==> config.mk <==
export PLATFORM = sky130hd
export DESIGN_NAME = bds_front
export DESIGN_NICKNAME = d
export VERILOG_FILES = /design/src/hw/rtl/bds_pkg.sv /design/src/hw/rtl/bds_front.sv
export SDC_FILE = /design/constraint.sdc
export NUM_CORES = 1
export LEC_CHECK = 0
export ABC_AREA = 1
export BUFFER_PORTS_ARGS = -buffer_cell sky130_fd_sc_hd__clkbuf_2
export CAP_MARGIN = 5
export CORE_UTILIZATION = 30
export DETAILED_ROUTE_END_ITERATION = 10
export GPL_TIMING_DRIVEN = 0
export SYNTH_ARGS = -nofsm -noshare
export SYNTH_HDL_FRONTEND = slang
export SYNTH_SLANG_ARGS = --single-unit
==> constraint.sdc <==
create_clock -name vclk -period 3.7
set_input_delay 0.555 -clock vclk [all_inputs]
set_output_delay 0.555 -clock vclk [all_outputs]
set_load 0.005 [all_outputs]
==> src/hw/rtl/bds_pkg.sv <==
// Shared types, constants and field layout for the ballistic deposition block.
// Depends on nothing; every other file of the block refers to it by scoped names.
package bds_pkg;

   localparam int MaxColumns   = 256;
   localparam int MaxRows      = 256;
   localparam int FractionBits = 12;

   localparam int HeightW    = 32;
   localparam int IncW       = FractionBits + 1;
   localparam int OpW        = 2;
   localparam int IdxW       = 8;
   localparam int CfgW       = 9;
   localparam int CsrDataW   = 32;
   localparam int CsrAddrW   = 3;
   localparam int QueueDepth = 2;

   localparam int ReqDataW = 64;
   localparam int ReqUserW = OpW;
   localparam int RspDataW = HeightW;
   localparam int RspUserW = 1;

   localparam int RowLsb = 0;
   localparam int ColLsb = RowLsb + IdxW;
   localparam int IncLsb = ColLsb + IdxW;
   localparam int WhLsb  = IncLsb + IncW;

   localparam int KindW = 2;

   localparam logic [OpW-1:0] OP_DEPOSIT = 2'd0;
   localparam logic [OpW-1:0] OP_WRITE   = 2'd1;
   localparam logic [OpW-1:0] OP_READ    = 2'd2;

   localparam logic REG_GRID_COLUMNS = 1'b0;
   localparam logic REG_GRID_ROWS    = 1'b1;

   localparam logic STATUS_DONE  = 1'b0;
   localparam logic STATUS_RANGE = 1'b1;

   typedef enum logic [KindW-1:0] {
      KIND_DEPOSIT,
      KIND_WRITE,
      KIND_READ,
      KIND_BAD
   } kind_type;

   typedef struct packed {
      logic [CfgW-1:0] grid_columns;
      logic [CfgW-1:0] grid_rows;
   } cfg_type;

endpackage

==> src/hw/rtl/bds_front.sv <==
// Front part: takes request words, checks them against the grid size and works out
// the cell and neighbor addresses. Depends on bds_pkg; feeds bds_fifo.
module bds_front #(
   parameter int MAX_COLUMNS = bds_pkg::MaxColumns,
   parameter int MAX_ROWS    = bds_pkg::MaxRows
) (
   input  logic                                  req_tvalid,
   output logic                                  req_tready,
   input  logic [bds_pkg::ReqDataW-1:0]          req_tdata,
   input  logic [bds_pkg::ReqUserW-1:0]          req_tuser,
   input  bds_pkg::cfg_type                      cfg,
   input  logic                                  clearing,
   input  logic                                  q_ready,
   output logic                                  q_push,
   output logic [bds_pkg::KindW + bds_pkg::HeightW
                 + 5 * $clog2(MAX_ROWS * MAX_COLUMNS) - 1:0] q_data
);

   localparam int RowW  = $clog2(MAX_ROWS);
   localparam int ColW  = $clog2(MAX_COLUMNS);
   localparam int AddrW = $clog2(MAX_ROWS * MAX_COLUMNS);
   localparam int RSzW  = $clog2(MAX_ROWS + 1);
   localparam int CSzW  = $clog2(MAX_COLUMNS + 1);
   localparam logic [AddrW-1:0] ColStride = AddrW'(MAX_COLUMNS);

   logic [RSzW-1:0]                nr;
   logic [CSzW-1:0]                nc;
   logic [bds_pkg::IdxW-1:0]       row;
   logic [bds_pkg::IdxW-1:0]       col;
   logic [bds_pkg::IncW-1:0]       inc;
   logic [bds_pkg::HeightW-1:0]    wh;
   logic [RowW-1:0]                ri, ru, rd, r_last;
   logic [ColW-1:0]                ci, cl, cr, c_last;
   logic                           in_range;
   bds_pkg::kind_type              kind;
   logic [bds_pkg::HeightW-1:0]    operand;

   function automatic logic [AddrW-1:0] cell_addr(input logic [RowW-1:0] r,
                                                  input logic [ColW-1:0] c);
      return AddrW'(r) * ColStride + AddrW'(c);
   endfunction

   always_comb begin
      if (cfg.grid_rows == '0) begin
         nr = RSzW'(1);
      end else if (cfg.grid_rows > MAX_ROWS) begin
         nr = RSzW'(MAX_ROWS);
      end else begin
         nr = RSzW'(cfg.grid_rows);
      end
      if (cfg.grid_columns == '0) begin
         nc = CSzW'(1);
      end else if (cfg.grid_columns > MAX_COLUMNS) begin
         nc = CSzW'(MAX_COLUMNS);
      end else begin
         nc = CSzW'(cfg.grid_columns);
      end
   end

   assign row = req_tdata[bds_pkg::RowLsb +: bds_pkg::IdxW];
   assign col = req_tdata[bds_pkg::ColLsb +: bds_pkg::IdxW];
   assign inc = req_tdata[bds_pkg::IncLsb +: bds_pkg::IncW];
   assign wh  = req_tdata[bds_pkg::WhLsb +: bds_pkg::HeightW];

   assign in_range = (row < nr) && (col < nc);

   assign ri     = RowW'(row);
   assign ci     = ColW'(col);
   assign r_last = RowW'(nr - RSzW'(1));
   assign c_last = ColW'(nc - CSzW'(1));
   assign ru     = (ri == '0) ? r_last : ri - RowW'(1);
   assign rd     = (ri == r_last) ? '0 : ri + RowW'(1);
   assign cl     = (ci == '0) ? c_last : ci - ColW'(1);
   assign cr     = (ci == c_last) ? '0 : ci + ColW'(1);

   always_comb begin
      if (!in_range) begin
         kind = bds_pkg::KIND_BAD;
      end else begin
         case (req_tuser)
            bds_pkg::OP_DEPOSIT: kind = bds_pkg::KIND_DEPOSIT;
            bds_pkg::OP_WRITE:   kind = bds_pkg::KIND_WRITE;
            default:             kind = bds_pkg::KIND_READ;
         endcase
      end
      operand = (kind == bds_pkg::KIND_WRITE) ? wh : bds_pkg::HeightW'(inc);
   end

   assign q_data = {kind, operand, cell_addr(ri, ci), cell_addr(ru, ci), cell_addr(rd, ci),
                    cell_addr(ri, cl), cell_addr(ri, cr)};

   assign req_tready = q_ready && !clearing;
   assign q_push     = req_tvalid && req_tready;

endmodule

==> results.yml, run 1 <==
route:
  via_per_inst: 4.441
  initialDrtViolationCount: 97
  wl_per_cell_um: 10.73
  firstDrtPassIters: 4
  drc: 0
  num_vias: 3451
  drt_wl_total_mm: 8.339
  ant_nets: 0
cts:
  cts_setup_buffers: 0
  cts_resized: 0
  cts_hold_buf: 0
floorplan:
  ios: 203
  die_h_um: 95.77
  coreArea_sq_mm: 0.008382
  rows: 33
  fp.dieW_um: 95.77
  start_util: 0.3147
  die-area_sq_mm: 0.009171
layout:
  fin_util: 0.4498
  nClkBuffers: 0
  antennaDiodeCount: 0
  nNetsFinal: 785
  fin_area_sq_mm: 0.003770
  design.seq.count: 0
  drive_gt1_frac: 0.4271
  final_cell_mix: "clkbuf_2 (200), nand2_1 (110), inv_1 (73)"
  fillers: 927
  layout_commonest_cell: "clkbuf_2"
  multi_input_area_sq_mm: 0.001911
  syn2layout_area_growth_pct: 42.93
  seq_area_sq_um: 0
grt:
  grt_max_degree: 11
  grt_overflow_total: 0
  track_usage: 0.1648
  first_global_vias: 2822
  grt_pass1_wl_mm: 12.41
  antenna_found_initial: 0
yosys:
  yosysSeqAreaShare: 0
  yosys_warnings: 0
  avgSynthCellArea_sq_um: 5.588
  yosysUniqueCellTypes: 33
  postSynthCellCount: 472
  syn_nets: 583
  synthesis.area_sq_mm: 0.002638
sta:
  max_slew_margin: 0.7173
  finalCritPeriodShare: 0.8700
  tns_ns: 0
  period_needed_ns: 3.219
  worst_pin_slew_ns: 0.4241
  clock.fmax_ghz: 0.3107
  finalMaxSlewViolations: 0
  whs_ns: 1.336
  fin_ws_ns: 0.4811
  rsz0062_at_grt: "false"
  setup_viol: 0
  hold_violations: 0
power_and_ir_drop:
  p_comb_frac: 1.000
  cell_internal_pwr_w: 0.0002071
  seqPwrFrac: 0
  vdd_drop_max_mv: 0.04488
  power_leakage_nw: 2.429
  p_switching_w: 0.0002348
  clockPowerShare: 0
  p_per_area_mw_per_mm2: 117.2
  swShare: 0.5313
place:
  pre_cts_ws_ns: 0.4842
  routabilityCongestion: 0.8876
  dp_hpwl_mm: 7.410
  place.port_buffers: 200
  dpl_cell_area_sq_mm: 0.003770
worst_setup_path:
  cp-end-kind: "output pin"
  timing_worst_setup_path_type: "primary input to output pin"
  start_kind: "primary input"
  crit_required_ns: 3.14
  crit_fanout: 10
  critPathArrivalTime_ns: 2.66
outcome:
  outcome: "finished, final reports clean"
min_path:
  hold_class: "primary input to output pin"
job:
  maxCapViolations: 0
## per-layer routing
layer | wire, um | track usage | vias up | share of wire
met2 | 4249 | 0.3292 | 133 | 0.51
li1 | - | - | 1831 | -
met1 | 3567 | 0.2034 | 1483 | 0.43
met5 | 0 | 0 | - | 0
met4 | 10 | 0.003731 | 0 | 0.0012
met3 | 511 | 0.006319 | 4 | 0.061
## worst max-delay path, stage by stage
cell	delay (ns)
clkbuf_2	0.10
inv_2	0.09
buf_6	0.16
nand2_2	0.09
ha_1	0.30
a21oi_1	0.13
nor2_1	0.06
a21oi_2	0.11
o211ai_1	0.12
nor2_2	0.28
nand3_4	0.19
buf_4	0.21
nor2_1	0.13
clkbuf_2	0.13
## path summary, 6_finish.rpt
path	startpoint	endpoint	depth (start not counted)
max	cfg[8]	q_data[103]	14
min	clearing	req_tready	3
## power by group through the flow
stage	sequential [W]	combinational, W	clock (W)
after floorplan	0	0.000263	0
after global placement	0	0.000439	0
after detailed placement	0	0.000445	0
after CTS	0	0.000447	0
after global routing	0	0.000502	0
final	0	0.000442	0
## metrics by stage
step	total power (W)	instances
after floorplan	0.0002626	472
after global placement	0.0004395	777
after detailed placement	0.0004451	777
after CTS	0.0004470	777
after global routing	0.0005021	777
final	0.0004419	777
## final cells by class
class	count	area share
buffer	59	0.1182
inverter	75	0.07468
multi-input combinational	338	0.5068
tap	105	0.03485
timing repair buffer	200	0.2655
## synthesized netlist by cell type (all sizes together)
library cell	number	area share
a21boi	1	0.0043
a21oi	16	0.032
a22oi	1	0.0028
a31oi	1	0.0024
buf	56	0.16
clkbuf	3	0.0043
ha	24	0.11
inv	75	0.11
nand2	115	0.17
nand3	28	0.062
nand3b	1	0.0028
nand4	10	0.024
nor2	68	0.11
nor3	9	0.017
nor3b	1	0.0028
o2111ai	1	0.0033
o211ai	1	0.0028
o21ai	31	0.077
o31ai	1	0.0028
or2	1	0.0024
xnor2	5	0.017
xor2	23	0.076
## cell families (layout without fill, tap and decap cells)
kind of cell    count (synthesis)  count (layout)  share of synthesized area
simple gates                  233             233                     0.3899
xor+xnor                       28              28                    0.09298
fa+ha+maj                      24              24                     0.1139
compound gates                 53              53                     0.1276
buf+inv                       134             334                     0.2756
No activity file was read; power rests on OpenSTA's default activity.
==> inputs of run 2 (changes only) <==
--- a/config.mk
+++ b/config.mk
@@ -8,6 +8,7 @@
 export ABC_AREA = 1
 export BUFFER_PORTS_ARGS = -buffer_cell sky130_fd_sc_hd__clkbuf_2
 export CAP_MARGIN = 5
+export CORE_ASPECT_RATIO = 0.6
 export CORE_UTILIZATION = 30
 export DETAILED_ROUTE_END_ITERATION = 10
 export GPL_TIMING_DRIVEN = 0
==> run 2 against run 1 <==
Net effect: first-iteration DRC count increased by 92%; sequential share of layout area unchanged; combinational power increased by 3%; worst hold slack barely moved; count of clock-buffer cells in the layout unchanged; cell count grew 0.90%; via count up 1.2%; largest power group unchanged.
==> results.yml, run 2 (same netlist as run 1, synthesis figures left out) <==
place:
  placed_cells: 784
  dp_hpwl_mm: 8.258
  place.port_buffers: 200
  routabilityCongestion: 0.9491
sta:
  hold_violations: 0
  tns_ns: 0
  setup_viol: 0
  worst_pin_slew_ns: 0.3984
  rsz0062_at_grt: "false"
  period_needed_ns: 3.443
  clock.fmax_ghz: 0.2904
  finalCritPeriodShare: 0.9306
  max_slew_margin: 0.7344
  finalMaxSlewViolations: 0
grt:
  grt_overflow_total: 0
  grt_max_degree: 11
  first_global_vias: 2836
  antenna_found_initial: 0
  track_usage: 0.1864
  grt_pass1_wl_mm: 13.68
worst_setup_path:
  worstSetupStartpoint: "cfg[8]"
  critPathArrivalTime_ns: 2.89
  crit_chain: "clkbuf_2, inv_2, buf_6, nand2_1, nand2_1, inv_1, ha_1, xor2_1, or2_2, nand3_1, nor2_1, nand2_1, nor2_4, a21oi_1, clkbuf_2"
  cp_common_cell: "nand2_1"
  start_kind: "primary input"
  cpPeakStageDelay_ns: 0.24
  timing_worst_setup_path_type: "primary input to output pin"
  crit_path_top_delay_cell: "ha_1"
  cp-end-kind: "output pin"
  crit_fanout: 10
  cp-endpoint: "q_data[45]"
  crit_required_ns: 3.14
floorplan:
  die_h_um: 74.63
  ios: 203
  die-area_sq_mm: 0.009183
  coreArea_sq_mm: 0.008523
  start_util: 0.3095
  rows: 26
  fp.dieW_um: 123.1
layout:
  nClkBuffers: 0
  final_cell_mix: "clkbuf_2 (200), nand2_1 (110), inv_1 (73)"
  syn2layout_area_growth_pct: 43.26
  nNetsFinal: 785
  fillers: 950
  design.seq.count: 0
  seq_area_sq_um: 0
  antennaDiodeCount: 0
  multi_input_area_sq_mm: 0.001911
  drive_gt1_frac: 0.4271
  layout_commonest_cell: "clkbuf_2"
  instances_no_fill: 784
outcome:
  outcome: "finished, final reports clean"
power_and_ir_drop:
  p_per_area_mw_per_mm2: 120.1
  power_leakage_nw: 2.429
  vdd_drop_max_mv: 0.05002
cts:
  cts_setup_buffers: 0
  cts_resized: 0
  cts_hold_buf: 0
route:
  drc: 0
  firstDrtPassIters: 4
  ant_nets: 0
  via_per_inst: 4.455
  initialDrtViolationCount: 186
  drt_wl_total_mm: 9.265
  num_vias: 3493
  wl_per_cell_um: 11.82
job:
  maxCapViolations: 0
min_path:
  hold_class: "primary input to output pin"
run 2: cell counts in the layout (fill, tap and decap cells not counted):
No cell type changed its count.
run 2: through the flow:
stage	util	setup slack (ns)	cell area [sq um]	hold slack, ns	total power, W
4_1_cts	0.4433	0.3221	3779	1.337	0.0004557
2_1_floorplan	-	1.014	2638	1.138	0.0002626
6_report	0.4433	0.2569	3779	1.336	0.0004539
5_1_grt	0.4433	0.03190	3779	1.366	0.0005119
3_3_place_gp	0.4433	0.4055	3779	1.328	0.0004470
3_5_place_dp	0.4433	0.3215	3779	1.336	0.0004543
run 2: worst min path at each step:
stage / slack (ns) / depth (start not counted) / end / startpoint
2_1_floorplan: 1.14 / 1 / q_data[40] / req_tdata[0]
3_3_place_gp: 1.33 / 3 / req_tready / clearing
3_5_place_dp: 1.34 / 3 / req_tready / clearing
4_1_cts: 1.34 / 3 / req_tready / clearing
5_1_grt: 1.37 / 3 / req_tready / clearing
6_report: 1.34 / 3 / req_tready / clearing
run 2: power by group:
part / switching [W] / total [W] / internal, W
combinational: 0.000246 / 0.000454 / 0.000208
clock: 0 / 0 / 0
sequential: 0 / 0 / 0
total: 0.000246 / 0.000454 / 0.000208
run 2: area by class of cell:
cell class,instances,share of cell area
Multi-Input combinational cell,338,0.5056
Timing Repair Buffer,200,0.2649
Buffer,59,0.1179
Inverter,75,0.07450
Tap cell,112,0.03709
run 2: per-layer routing:
metal / vias up / wire, um / global-route usage
li1: 1832 / - / -
met1: 1513 / 4470 / 0.2889
met2: 148 / 4013 / 0.3021
met3: 0 / 782 / 0.006818
met4: 0 / 0 / 0
met5: - / 0 / 0
run 2: critical path: cells and delay by family:
| family | cells | cell delay (ns) |
|---|---|---|
| xor+xnor | 1 | 0.24 |
| simple gates | 7 | 1.16 |
| compound gates | 1 | 0.12 |
| buf+inv | 5 | 0.55 |
| fa+ha+maj | 1 | 0.24 |
